$ cat src/rtl/assert_macros.svh
// Assertion macros shared by the drive mixer RTL.
// Depends on a clock named clk and an active-low reset named arst_n in scope.
`ifndef ASSERT_MACROS_SVH
`define ASSERT_MACROS_SVH

// Clocked check, switched off while reset is applied
`define DCMW_ASSERT(name, prop, msg) \
	name: assert property (@(posedge clk) disable iff (!arst_n) prop) else $error(msg);

// Clocked check that also holds through reset
`define DCMW_ASSERT_ALWAYS(name, prop, msg) \
	name: assert property (@(posedge clk) prop) else $error(msg);

`endif

$ cat src/rtl/dcmw_pkg.sv
// Package for the drive command mixer: codes, register limits, command and config types.
// Used by every module of the block; depends on nothing.
package dcmw_pkg;

	// Default parameter values
	localparam int unsigned TICK_COUNTER_WIDTH_DEF = 16;
	localparam int unsigned QUEUE_DEPTH_DEF        = 2;

	// Configuration port
	localparam int unsigned CFG_INDEX_W = 3;
	localparam int unsigned CFG_DATA_W  = 21;

	localparam logic [CFG_INDEX_W-1:0] CFG_SENSITIVITY     = 3'd0;
	localparam logic [CFG_INDEX_W-1:0] CFG_STEP_SCALE      = 3'd1;
	localparam logic [CFG_INDEX_W-1:0] CFG_TIMEOUT_TICKS   = 3'd2;
	localparam logic [CFG_INDEX_W-1:0] CFG_HALF_WHEEL_BASE = 3'd3;
	localparam logic [CFG_INDEX_W-1:0] CFG_TURNS_PER_METER = 3'd4;
	localparam logic [CFG_INDEX_W-1:0] CFG_MAX_WHEEL_SPEED = 3'd5;

	// Register limits and reset values
	localparam logic [10:0] SENS_MIN      = 11'd10;
	localparam logic [10:0] SENS_MAX      = 11'd1024;
	localparam logic [10:0] SENS_RST      = 11'd102;
	localparam logic [10:0] SCALE_MIN     = 11'd51;
	localparam logic [10:0] SCALE_MAX     = 11'd1024;
	localparam logic [10:0] SCALE_RST     = 11'd1024;
	localparam logic [15:0] TIMEOUT_MIN   = 16'd1;
	localparam logic [15:0] TIMEOUT_RST   = 16'd400;
	localparam logic [15:0] HWB_RST       = 16'd14090;
	localparam logic [15:0] TPM_RST       = 16'd6862;
	localparam logic [20:0] SPEED_MAX     = 21'd1048576;
	localparam logic [20:0] SPEED_RST     = 21'd131072;

	// Input mode codes
	localparam logic [2:0] MODE_TWIST   = 3'd0;
	localparam logic [2:0] MODE_FORWARD = 3'd1;
	localparam logic [2:0] MODE_BACK    = 3'd2;
	localparam logic [2:0] MODE_LEFT    = 3'd3;
	localparam logic [2:0] MODE_RIGHT   = 3'd4;
	localparam logic [2:0] MODE_STOP    = 3'd5;
	localparam logic [2:0] MODE_TICK    = 3'd6;

	// Result action codes
	localparam logic [1:0] ACT_VELOCITY = 2'd0;
	localparam logic [1:0] ACT_POSITION = 2'd1;
	localparam logic [1:0] ACT_STOP     = 2'd2;

	// Step arithmetic: rounding offset for the divide by 80 and reciprocal of 5 (Q.21)
	localparam logic [22:0] STEP_ROUND  = 23'd40;
	localparam logic [12:0] STEP_BIAS   = 13'd1024;
	localparam logic [11:0] TURN_BIAS   = 12'd512;
	localparam logic [18:0] RECIP_FIVE  = 19'd419431;

	typedef enum logic [1:0] {
		CMD_TWIST,
		CMD_MOVE,
		CMD_STOP
	} cmd_kind_t;

	// Classified item handed from the front end to the back end
	typedef struct packed {
		cmd_kind_t          kind;
		logic               ent;
		logic [2:0]         mode;
		logic signed [15:0] lin;
		logic signed [15:0] ang;
		logic [31:0]        p0;
		logic [31:0]        p1;
	} cmd_t;

	// Registers read by the back end
	typedef struct packed {
		logic [10:0] sensitivity;
		logic [10:0] step_scale;
		logic [15:0] half_wheel_base;
		logic [15:0] turns_per_meter;
		logic [20:0] max_wheel_speed;
	} drive_cfg_t;

	typedef enum logic [3:0] {
		BK_IDLE,
		BK_MULD,
		BK_SUM,
		BK_MULL,
		BK_CLPL,
		BK_MULR,
		BK_CLPR,
		BK_SCALE,
		BK_RECIP,
		BK_MOVE,
		BK_DONE
	} bk_state_t;

endpackage

$ cat src/rtl/dcmw_front.sv
// Front end: accepts items, keeps the watchdog and mode flags, classifies into commands.
// Depends on dcmw_pkg and assert_macros.svh.
`include "assert_macros.svh"

module dcmw_front #(
	parameter int unsigned TICK_COUNTER_WIDTH = dcmw_pkg::TICK_COUNTER_WIDTH_DEF
) (
	input  logic               clk,
	input  logic               arst_n,
	input  logic [15:0]        timeout_ticks,
	input  logic               in_valid,
	output logic               in_ready,
	input  logic [2:0]         mode,
	input  logic signed [15:0] linear_velocity,
	input  logic signed [15:0] angular_velocity,
	input  logic signed [31:0] axis0_position,
	input  logic signed [31:0] axis1_position,
	input  logic               q_full,
	output logic               push,
	output dcmw_pkg::cmd_t     push_cmd
);
	import dcmw_pkg::*;

	localparam int unsigned TW = TICK_COUNTER_WIDTH;

	logic          twist_active_q, twist_active_d;
	logic          vel_mode_q, vel_mode_d;
	logic [TW-1:0] ticks_q, ticks_d;
	logic [TW:0]   tick_next;
	logic          fire;
	logic          accept;
	logic          push_req;

	assign in_ready  = !q_full;
	assign accept    = in_valid && in_ready;
	assign tick_next = {1'b0, ticks_q} + (TW+1)'(1);
	assign fire      = twist_active_q && (33'(tick_next) > 33'(timeout_ticks));
	assign push      = accept && push_req;

	// Classify the item and work out the flag updates
	always_comb begin
		push_cmd       = '0;
		push_cmd.kind  = CMD_STOP;
		push_cmd.mode  = mode;
		push_cmd.lin   = linear_velocity;
		push_cmd.ang   = angular_velocity;
		push_cmd.p0    = axis0_position;
		push_cmd.p1    = axis1_position;
		push_req       = 1'b0;
		twist_active_d = twist_active_q;
		vel_mode_d     = vel_mode_q;
		ticks_d        = ticks_q;
		unique case (mode)
			MODE_TWIST: begin
				push_cmd.kind  = CMD_TWIST;
				push_cmd.ent   = !vel_mode_q;
				push_req       = 1'b1;
				twist_active_d = 1'b1;
				vel_mode_d     = 1'b1;
				ticks_d        = '0;
			end
			MODE_FORWARD, MODE_BACK, MODE_LEFT, MODE_RIGHT: begin
				push_cmd.kind  = CMD_MOVE;
				push_req       = 1'b1;
				twist_active_d = 1'b0;
				vel_mode_d     = 1'b0;
			end
			MODE_STOP: begin
				push_req       = 1'b1;
				twist_active_d = 1'b0;
				vel_mode_d     = 1'b0;
			end
			MODE_TICK: begin
				// count up, saturating at all ones
				ticks_d = tick_next[TW] ? '1 : tick_next[TW-1:0];
				if (fire) begin
					push_req       = 1'b1;
					twist_active_d = 1'b0;
				end
			end
			default: begin
			end
		endcase
	end

	// Update flags and watchdog count on an accepted item
	always_ff @(posedge clk or negedge arst_n) begin
		if (!arst_n) begin
			twist_active_q <= 1'b0;
			vel_mode_q     <= 1'b0;
			ticks_q        <= '0;
		end else if (accept) begin
			twist_active_q <= twist_active_d;
			vel_mode_q     <= vel_mode_d;
			ticks_q        <= ticks_d;
		end
	end

	`DCMW_ASSERT(a_twist_rearms, (accept && mode == MODE_TWIST) |=> (ticks_q == '0 && twist_active_q && vel_mode_q), "twist did not rearm the watchdog")

endmodule

$ cat src/rtl/dcmw_fifo.sv
// Short command queue between front and back end, held in flip-flops.
// Depends on dcmw_pkg and assert_macros.svh.
`include "assert_macros.svh"

module dcmw_fifo #(
	parameter int unsigned DEPTH = dcmw_pkg::QUEUE_DEPTH_DEF
) (
	input  logic           clk,
	input  logic           arst_n,
	input  logic           push,
	input  dcmw_pkg::cmd_t push_cmd,
	output logic           full,
	input  logic           pop,
	output dcmw_pkg::cmd_t pop_cmd,
	output logic           empty
);
	import dcmw_pkg::*;

	localparam int unsigned PW = (DEPTH > 1) ? $clog2(DEPTH) : 1;
	localparam int unsigned CW = $clog2(DEPTH + 1);

	cmd_t          mem_q [DEPTH];
	logic [PW-1:0] wr_q, rd_q;
	logic [CW-1:0] count_q;

	assign full    = (count_q == CW'(DEPTH));
	assign empty   = (count_q == '0);
	assign pop_cmd = mem_q[rd_q];

	// Store the pushed item
	always_ff @(posedge clk) begin
		if (push) begin
			mem_q[wr_q] <= push_cmd;
		end
	end

	// Advance pointers and fill count
	always_ff @(posedge clk or negedge arst_n) begin
		if (!arst_n) begin
			wr_q    <= '0;
			rd_q    <= '0;
			count_q <= '0;
		end else begin
			if (push) begin
				wr_q <= (wr_q == PW'(DEPTH - 1)) ? '0 : wr_q + 1'b1;
			end
			if (pop) begin
				rd_q <= (rd_q == PW'(DEPTH - 1)) ? '0 : rd_q + 1'b1;
			end
			unique case ({push, pop})
				2'b10:   count_q <= count_q + 1'b1;
				2'b01:   count_q <= count_q - 1'b1;
				default: count_q <= count_q;
			endcase
		end
	end

	`DCMW_ASSERT(a_fifo_no_overflow, !(push && full), "push into a full queue")
	`DCMW_ASSERT(a_fifo_no_underflow, !(pop && empty), "pop from an empty queue")
	`DCMW_ASSERT(a_fifo_count_bound, (count_q <= CW'(DEPTH)), "queue count beyond depth")

endmodule

$ cat src/rtl/dcmw_back.sv
// Back end: sequences twist mixing and manual steps through one shared multiplier.
// Depends on dcmw_pkg and assert_macros.svh; drives the output register.
`include "assert_macros.svh"

module dcmw_back (
	input  logic                 clk,
	input  logic                 arst_n,
	input  dcmw_pkg::drive_cfg_t cfg,
	input  logic                 q_empty,
	output logic                 pop,
	input  dcmw_pkg::cmd_t       cmd,
	output logic                 out_valid,
	input  logic                 out_ready,
	output logic [1:0]           action,
	output logic                 enter_velocity_mode,
	output logic signed [31:0]   axis0_value,
	output logic signed [31:0]   axis1_value
);
	import dcmw_pkg::*;

	bk_state_t          state_q, state_d;
	cmd_t               cmd_q;
	logic signed [54:0] prod_q;
	logic signed [33:0] left_q, right_q;
	logic [31:0]        ax0_q, ax1_q;

	logic               out_valid_q;
	logic [1:0]         action_q;
	logic               ent_q;
	logic [31:0]        out0_q, out1_q;

	logic signed [33:0] mul_a;
	logic signed [20:0] mul_b;
	logic signed [54:0] mul_p;
	logic               mul_en;
	logic               load_out;
	logic               slot_free;
	logic signed [33:0] base;
	logic [12:0]        step_base;
	logic [11:0]        turn_base;
	logic [22:0]        round_sum;
	logic [31:0]        delta;

	// Floor the Q.40 product to Q16.16 and clamp to the speed limit
	function automatic logic signed [31:0] clamp_speed(input logic signed [54:0] p,
			input logic [20:0] lim);
		logic signed [31:0] t;
		logic signed [31:0] hi;
		t  = 32'($signed(p[54:24]));
		hi = $signed({11'b0, lim});
		if (t > hi) begin
			return hi;
		end else if (t < -hi) begin
			return -hi;
		end
		return t;
	endfunction

	assign slot_free = !out_valid_q || out_ready;
	assign mul_p     = mul_a * mul_b;
	assign base      = $signed({{2{cmd_q.lin[15]}}, cmd_q.lin, 16'h0000});
	assign step_base = STEP_BIAS + {cfg.sensitivity, 2'b00};
	assign turn_base = TURN_BIAS + 12'(cfg.sensitivity);
	assign round_sum = prod_q[22:0] + STEP_ROUND;
	assign delta     = 32'(prod_q[37:21]);

	// Next state
	always_comb begin
		state_d = state_q;
		unique case (state_q)
			BK_IDLE: begin
				if (!q_empty) begin
					unique case (cmd.kind)
						CMD_TWIST: state_d = BK_MULD;
						CMD_MOVE:  state_d = BK_SCALE;
						default:   state_d = BK_DONE;
					endcase
				end
			end
			BK_MULD:  state_d = BK_SUM;
			BK_SUM:   state_d = BK_MULL;
			BK_MULL:  state_d = BK_CLPL;
			BK_CLPL:  state_d = BK_MULR;
			BK_MULR:  state_d = BK_CLPR;
			BK_CLPR:  state_d = BK_DONE;
			BK_SCALE: state_d = BK_RECIP;
			BK_RECIP: state_d = BK_MOVE;
			BK_MOVE:  state_d = BK_DONE;
			BK_DONE: begin
				if (slot_free) begin
					state_d = BK_IDLE;
				end
			end
			default:  state_d = BK_IDLE;
		endcase
	end

	// State outputs: queue pop, multiplier operands, output load
	always_comb begin
		pop      = 1'b0;
		mul_en   = 1'b0;
		mul_a    = '0;
		mul_b    = '0;
		load_out = 1'b0;
		unique case (state_q)
			BK_IDLE: pop = !q_empty;
			BK_MULD: begin
				mul_en = 1'b1;
				mul_a  = 34'(cmd_q.ang);
				mul_b  = $signed({5'b0, cfg.half_wheel_base});
			end
			BK_MULL: begin
				mul_en = 1'b1;
				mul_a  = left_q;
				mul_b  = $signed({5'b0, cfg.turns_per_meter});
			end
			BK_MULR: begin
				mul_en = 1'b1;
				mul_a  = right_q;
				mul_b  = $signed({5'b0, cfg.turns_per_meter});
			end
			BK_SCALE: begin
				mul_en = 1'b1;
				if (cmd_q.mode == MODE_FORWARD || cmd_q.mode == MODE_BACK) begin
					mul_a = $signed(34'(step_base));
				end else begin
					mul_a = $signed(34'(turn_base));
				end
				mul_b = $signed({10'b0, cfg.step_scale});
			end
			BK_RECIP: begin
				// divide by 16 then by 5 through the reciprocal
				mul_en = 1'b1;
				mul_a  = $signed(34'(round_sum[22:4]));
				mul_b  = $signed({2'b0, RECIP_FIVE});
			end
			BK_DONE: load_out = slot_free;
			default: begin
			end
		endcase
	end

	always_ff @(posedge clk or negedge arst_n) begin
		if (!arst_n) begin
			state_q <= BK_IDLE;
		end else begin
			state_q <= state_d;
		end
	end

	// Working registers of the sequencer
	always_ff @(posedge clk) begin
		if (pop) begin
			cmd_q <= cmd;
			ax0_q <= '0;
			ax1_q <= '0;
		end
		if (mul_en) begin
			prod_q <= mul_p;
		end
		if (state_q == BK_SUM) begin
			left_q  <= base - prod_q[33:0];
			right_q <= base + prod_q[33:0];
		end
		if (state_q == BK_CLPL) begin
			ax1_q <= clamp_speed(prod_q, cfg.max_wheel_speed);
		end
		if (state_q == BK_CLPR) begin
			ax0_q <= -clamp_speed(prod_q, cfg.max_wheel_speed);
		end
		if (state_q == BK_MOVE) begin
			unique case (cmd_q.mode)
				MODE_FORWARD: begin
					ax0_q <= cmd_q.p0 - delta;
					ax1_q <= cmd_q.p1 + delta;
				end
				MODE_BACK: begin
					ax0_q <= cmd_q.p0 + delta;
					ax1_q <= cmd_q.p1 - delta;
				end
				MODE_LEFT: begin
					ax0_q <= cmd_q.p0 - delta;
					ax1_q <= cmd_q.p1 - delta;
				end
				default: begin
					ax0_q <= cmd_q.p0 + delta;
					ax1_q <= cmd_q.p1 + delta;
				end
			endcase
		end
	end

	// Hold the result until taken
	always_ff @(posedge clk or negedge arst_n) begin
		if (!arst_n) begin
			out_valid_q <= 1'b0;
		end else if (load_out) begin
			out_valid_q <= 1'b1;
		end else if (out_ready) begin
			out_valid_q <= 1'b0;
		end
	end

	always_ff @(posedge clk) begin
		if (load_out) begin
			unique case (cmd_q.kind)
				CMD_TWIST: action_q <= ACT_VELOCITY;
				CMD_MOVE:  action_q <= ACT_POSITION;
				default:   action_q <= ACT_STOP;
			endcase
			ent_q  <= (cmd_q.kind == CMD_TWIST) && cmd_q.ent;
			out0_q <= ax0_q;
			out1_q <= ax1_q;
		end
	end

	assign out_valid           = out_valid_q;
	assign action              = action_q;
	assign enter_velocity_mode = ent_q;
	assign axis0_value         = $signed(out0_q);
	assign axis1_value         = $signed(out1_q);

	`DCMW_ASSERT(a_stop_zero, (out_valid && action == ACT_STOP) |-> (axis0_value == '0 && axis1_value == '0), "stop result with nonzero axis values")
	`DCMW_ASSERT(a_ent_twist_only, (out_valid && enter_velocity_mode) |-> (action == ACT_VELOCITY), "velocity mode entry flagged on a non-twist result")

endmodule

$ cat src/rtl/drive_command_mixer_watchdog.sv
// Top level of the differential drive command mixer with twist watchdog.
// Depends on dcmw_pkg, dcmw_front, dcmw_fifo and dcmw_back; holds the config registers.

// The front end takes one item per cycle while its command queue (QUEUE_DEPTH entries) has
// room; a tick that does not trip the watchdog, or an unused mode code, ends there with no
// result. Every other item is carried out by the back end one at a time, with every multiply
// on a single shared multiplier: a twist goes through queue pop, six multiply, mix and clamp
// steps and output load; a move through queue pop, scale and reciprocal multiplies, position
// update and output load; a stop or watchdog stop through queue pop and output load. Results
// wait in an output register, so the back end works on the next item while one is unclaimed,
// until its output load. Configuration writes saturate to the legal range and are taken at once.
module drive_command_mixer_watchdog #(
	parameter int unsigned TICK_COUNTER_WIDTH = dcmw_pkg::TICK_COUNTER_WIDTH_DEF,
	parameter int unsigned QUEUE_DEPTH        = dcmw_pkg::QUEUE_DEPTH_DEF
) (
	input  logic                             clk,
	input  logic                             arst_n,
	input  logic                             cfg_write,
	input  logic [dcmw_pkg::CFG_INDEX_W-1:0] cfg_addr,
	input  logic [dcmw_pkg::CFG_DATA_W-1:0]  cfg_wdata,
	input  logic                             in_valid,
	output logic                             in_ready,
	input  logic [2:0]                       mode,
	input  logic signed [15:0]               linear_velocity,
	input  logic signed [15:0]               angular_velocity,
	input  logic signed [31:0]               axis0_position,
	input  logic signed [31:0]               axis1_position,
	output logic                             out_valid,
	input  logic                             out_ready,
	output logic [1:0]                       action,
	output logic                             enter_velocity_mode,
	output logic signed [31:0]               axis0_value,
	output logic signed [31:0]               axis1_value
);
	import dcmw_pkg::*;

	drive_cfg_t  cfg_q;
	logic [15:0] timeout_q;
	logic [10:0] wd11;
	logic [15:0] wd16;
	logic [20:0] wd21;

	logic q_full, q_empty, push, pop;
	cmd_t push_cmd, pop_cmd;

	assign wd11 = cfg_wdata[10:0];
	assign wd16 = cfg_wdata[15:0];
	assign wd21 = cfg_wdata[20:0];

	// Write configuration registers, saturating to range
	always_ff @(posedge clk or negedge arst_n) begin
		if (!arst_n) begin
			cfg_q.sensitivity     <= SENS_RST;
			cfg_q.step_scale      <= SCALE_RST;
			cfg_q.half_wheel_base <= HWB_RST;
			cfg_q.turns_per_meter <= TPM_RST;
			cfg_q.max_wheel_speed <= SPEED_RST;
			timeout_q             <= TIMEOUT_RST;
		end else if (cfg_write) begin
			unique case (cfg_addr)
				CFG_SENSITIVITY: begin
					cfg_q.sensitivity <= (wd11 < SENS_MIN) ? SENS_MIN :
						(wd11 > SENS_MAX) ? SENS_MAX : wd11;
				end
				CFG_STEP_SCALE: begin
					cfg_q.step_scale <= (wd11 < SCALE_MIN) ? SCALE_MIN :
						(wd11 > SCALE_MAX) ? SCALE_MAX : wd11;
				end
				CFG_TIMEOUT_TICKS: begin
					timeout_q <= (wd16 < TIMEOUT_MIN) ? TIMEOUT_MIN : wd16;
				end
				CFG_HALF_WHEEL_BASE: cfg_q.half_wheel_base <= wd16;
				CFG_TURNS_PER_METER: cfg_q.turns_per_meter <= wd16;
				CFG_MAX_WHEEL_SPEED: begin
					cfg_q.max_wheel_speed <= (wd21 > SPEED_MAX) ? SPEED_MAX : wd21;
				end
				default: begin
				end
			endcase
		end
	end

	dcmw_front #(
		.TICK_COUNTER_WIDTH(TICK_COUNTER_WIDTH)
	) u_front (
		.clk              (clk),
		.arst_n           (arst_n),
		.timeout_ticks    (timeout_q),
		.in_valid         (in_valid),
		.in_ready         (in_ready),
		.mode             (mode),
		.linear_velocity  (linear_velocity),
		.angular_velocity (angular_velocity),
		.axis0_position   (axis0_position),
		.axis1_position   (axis1_position),
		.q_full           (q_full),
		.push             (push),
		.push_cmd         (push_cmd)
	);

	dcmw_fifo #(
		.DEPTH(QUEUE_DEPTH)
	) u_fifo (
		.clk      (clk),
		.arst_n   (arst_n),
		.push     (push),
		.push_cmd (push_cmd),
		.full     (q_full),
		.pop      (pop),
		.pop_cmd  (pop_cmd),
		.empty    (q_empty)
	);

	dcmw_back u_back (
		.clk                 (clk),
		.arst_n              (arst_n),
		.cfg                 (cfg_q),
		.q_empty             (q_empty),
		.pop                 (pop),
		.cmd                 (pop_cmd),
		.out_valid           (out_valid),
		.out_ready           (out_ready),
		.action              (action),
		.enter_velocity_mode (enter_velocity_mode),
		.axis0_value         (axis0_value),
		.axis1_value         (axis1_value)
	);

endmodule

$ cat config.mk
export PLATFORM = sky130hd
export DESIGN_NAME = drive_command_mixer_watchdog
export DESIGN_NICKNAME = d
export VERILOG_FILES = /design/src/rtl/dcmw_pkg.sv /design/src/rtl/dcmw_front.sv /design/src/rtl/dcmw_fifo.sv /design/src/rtl/dcmw_back.sv /design/src/rtl/drive_command_mixer_watchdog.sv
export VERILOG_INCLUDE_DIRS = /design/src /design/src/rtl
export SDC_FILE = /design/constraint.sdc
export NUM_CORES = 2
export LEC_CHECK = 0
export ABC_AREA = 1
export BUFFER_PORTS_ARGS = -buffer_cell sky130_fd_sc_hd__buf_2
export CAP_MARGIN = 0
export CORE_MARGIN = 2
export CORE_UTILIZATION = 63
export DETAILED_ROUTE_END_ITERATION = 10
export PLACE_DENSITY = 0.85
export SYNTH_ARGS = -nofsm -noshare
export SYNTH_HDL_FRONTEND = slang
export SYNTH_SLANG_ARGS = --single-unit
$ cat constraint.sdc
create_clock -name clk -period 24.1 [get_ports clk]
set_input_delay 2.41 -clock clk [delete_from_list [all_inputs] [get_ports clk]]
set_output_delay 2.41 -clock clk [all_outputs]
set_load 0.05 [all_outputs]
==> results.sh <==
export IMPL_ys_types=69
export IMPL_ioPinCount=197
export IMPL_drt_pass1_iterations=9
export IMPL_dieHeight_um=305
export IMPL_coreArea_um2=89900
export IMPL_synth_flop_cell="edfxtp_1"
export IMPL_arrival_ns=10.54
export IMPL_cp_required_ns=24.56
export IMPL_synthArstFlopShare=0.175
export IMPL_grt_pass1_wl_um=267000
export IMPL_routed_via_density=5.91
export IMPL_cts_resized=0
export IMPL_path_class="flop to flop"
export IMPL_port_buffers=196
export IMPL_final_setup_viol_count=0
export IMPL_remaining_drc_errors=0
export IMPL_synth_seq_cells=676
export IMPL_finalSetupTns_ns=0
export IMPL_synth_top_family_by_area="adder cells"
export IMPL_cts_buffers=71
export IMPL_ant_nets=0
export IMPL_antenna_found_initial=8
export IMPL_ir_drop_mv=0.0946
export IMPL_dpl_instance_area_um2=59300
export IMPL_synthAdderAreaFrac=0.287
export IMPL_synth_edf_count=558
export IMPL_nNetsFinal=7567
export IMPL_crit_path_top_delay_cell="clkinv_1"
export IMPL_seqCellArea_um2=19700
export IMPL_slew_headroom=0.210
export IMPL_cts_tree="yes"
export IMPL_drive_above_1_share=0.0788
export IMPL_design_die_area_um2=92900
export IMPL_maxCapViolCount=0
export IMPL_layout_commonest_cell="nand2_1"
export IMPL_grt_overflow=0
export IMPL_start_kind="flop"
export IMPL_cp_common_cell="inv_1"
export IMPL_rsz0062_at_grt="no"
export IMPL_yosys_warnings=0
export IMPL_fill_cells=6848
export IMPL_cts_setup_buffers=0
export IMPL_syn_area_um2=57000
export IMPL_layout_min_cycle_time_ns=10.07
export IMPL_htreeDepth=3
export IMPL_post_route_period_util=0.418
export IMPL_status="completed"
export IMPL_slowest_delay_ns=0.90
export IMPL_initial_core_util=0.634
export IMPL_yosysSeqAreaShare=0.346
export IMPL_first_iter_violations=5657
export IMPL_vias=45600
export IMPL_final_cell_mix="1484 x nand2_1, 1205 x inv_1, 602 x fa_1"
export IMPL_cp_max_fo=34
export IMPL_gr_usage_all_layers=0.380
export IMPL_clk_path_buf_depth=3
export IMPL_power_density_nw_per_um2=145
export IMPL_dp_hpwl_um=136000
export IMPL_grt_max_degree=72
export IMPL_synthSimpleGateAreaFrac=0.171
export IMPL_fin_ws_ns=14.03
export IMPL_synth_area_mux_share=0
export IMPL_ctsHoldBuffers=0
export IMPL_hold_violations=0
export IMPL_gp_congestion=1.04
export IMPL_dp_worst_setup_slack_ns=14.20
export IMPL_avgSynthCellArea_um2=9.03
export IMPL_clkSlewWorstSetupHoldPaths_ns=0.06
export IMPL_synth_compound_area_share=0.0735
export IMPL_multi_input_area_um2=32000
export IMPL_tightest_slew_ns=1.18
export IMPL_fmax_ghz=0.0993
export IMPL_clock_root_buffer="clkbuf_16"
export IMPL_wl_per_cell_um=22.6
export IMPL_holdWs_ns=0.420
export IMPL_cts_sinks=676
export IMPL_synth_xor_area_share=0.0271
export IMPL_clk_insertion_delay_late_ns=0.66
export IMPL_synth_cells=6312
export IMPL_die_w_um=305
export IMPL_num_rows=110
export IMPL_slew_violations=0
export IMPL_skew_ns=0.0418
export IMPL_final_cell_area_um2=61700
export IMPL_finalWirelength_um=174000
export IMPL_areaGrowthSynthToFinish_pct=8.34
export IMPL_hold_path_class="flop to flop"
export IMPL_grt_pass1_vias=45900
export IMPL_end_kind="flop"
export IMPL_leakagePower_uw=0.0296
## worst paths after layout
kind	start	to	slack, ns	cells past startpoint
hold reg to reg	u_back.ax1_q[8]	u_back.axis1_value[8]	0.42	0
min in group asynchronous	arst_n	timeout_q[15]	1.86	1
max in group asynchronous	arst_n	u_fifo.rd_q	20.95	2
setup reg to reg	u_back.state_q[0]	u_back.prod_q[26]	14.03	31
hold / removal	u_back.ax1_q[8]	u_back.axis1_value[8]	0.42	0
setup / recovery	u_back.state_q[0]	u_back.prod_q[26]	14.03	31
## area by class of cell
type | count | area share
clock inverters | 50 | 0.00924
well taps | 1176 | 0.0238
repair buffers | 255 | 0.0231
multi-input cells | 4249 | 0.519
clock buffers | 80 | 0.0297
diodes | 4 | 0.000162
inverters | 1240 | 0.0756
flip-flops and latches | 676 | 0.320
## worst max-delay path: cells and delay by family, from the launching register on
family / cells / cell delay [ns]
AOI/OAI and AO/OA: 3 / 0.78
adders and majority gates: 8 / 3.93
buffers and inverters: 10 / 2.13
xor gates and xnor gates: 1 / 0.28
DFF: 1 / 0.40
and+or+nand+nor: 9 / 2.40
## synthesized netlist by cell type (all sizes together), types with 4 or more instances
library cell	count	share of area
or2	6	0.00070
a21boi	8	0.0011
fa	602	0.21
a22oi	9	0.0013
edfxtp	558	0.29
inv	1230	0.081
ha	344	0.076
buf	44	0.0044
nor3b	5	0.00066
o21a	20	0.0026
o2111ai	4	0.00061
xnor2	46	0.0071
a211oi	8	0.0011
nor2	539	0.038
o21ai	280	0.025
nor3	49	0.0049
a22o	15	0.0023
nor4	20	0.0023
a21o	11	0.0014
nand4	57	0.0064
o31ai	8	0.0011
nand3	176	0.016
clkbuf	131	0.0086
nand2	1500	0.10
xor2	130	0.020
o21bai	11	0.0014
o211ai	10	0.0013
nand3b	8	0.0011
o22ai	37	0.0041
a21oi	248	0.022
a31oi	35	0.0038
dfstp	24	0.011
dfrtp	94	0.041
and2	4	0.00044
clkinv	10	0.00066
a221oi	12	0.0018
## per-stage QoR
step	utilization	cells	power, uW
after floorplan	-	6340	5950
after global placement	0.660	7596	7510
after detailed placement	0.660	7596	7670
after CTS	0.687	7726	8850
after global routing	0.687	7729	9600
final	0.687	7730	8970
## report_power, final
group | switching (uW) | internal [uW] | total [uW] | leakage [uW]
logic | 3880 | 1780 | 5660 | 0.0218
clock network | 489 | 644 | 1130 | 0.00117
registers | 283 | 1890 | 2170 | 0.00663
total | 4650 | 4320 | 8970 | 0.0296
## kinds of logic (layout without fill, tap and decap cells)
logic type                 after synthesis  after routing
AOI/OAI and AO/OA                      732            732
adders and majority gates              946            946
and+or+nand+nor                       2365           2365
other                                    2             34
buffers and inverters                 1415           1625
xor gates and xnor gates               176            176
DFF                                    676            676
## routing by layer
layer / part of all wire / track usage / vias to the layer above
li1: - / - / 20300
met1: 0.39 / 0.529 / 22200
met4: 0.042 / 0.147 / 8
met2: 0.45 / 0.586 / 2711
met3: 0.11 / 0.0848 / 465
met5: 0.00029 / 0 / -
## registers in the layout, summed over array words and instances, names as in the netlist, 2 cells and up
signal and count:
u_fifo.mem_q 204, u_back.action 2, u_back.prod_q 54, u_back.state_q 4, u_back.axis0_value 32, u_front.ticks_q 16
u_back.base 16, u_back.right_q 34, cfg_q 75, u_back.ax0_q 32, u_back.axis1_value 32, u_back.ax1_q 32
u_back.left_q 33, u_fifo.count_q 2, timeout_q 16, u_back.cmd_q 86
Power figures use the tool's default switching activity.
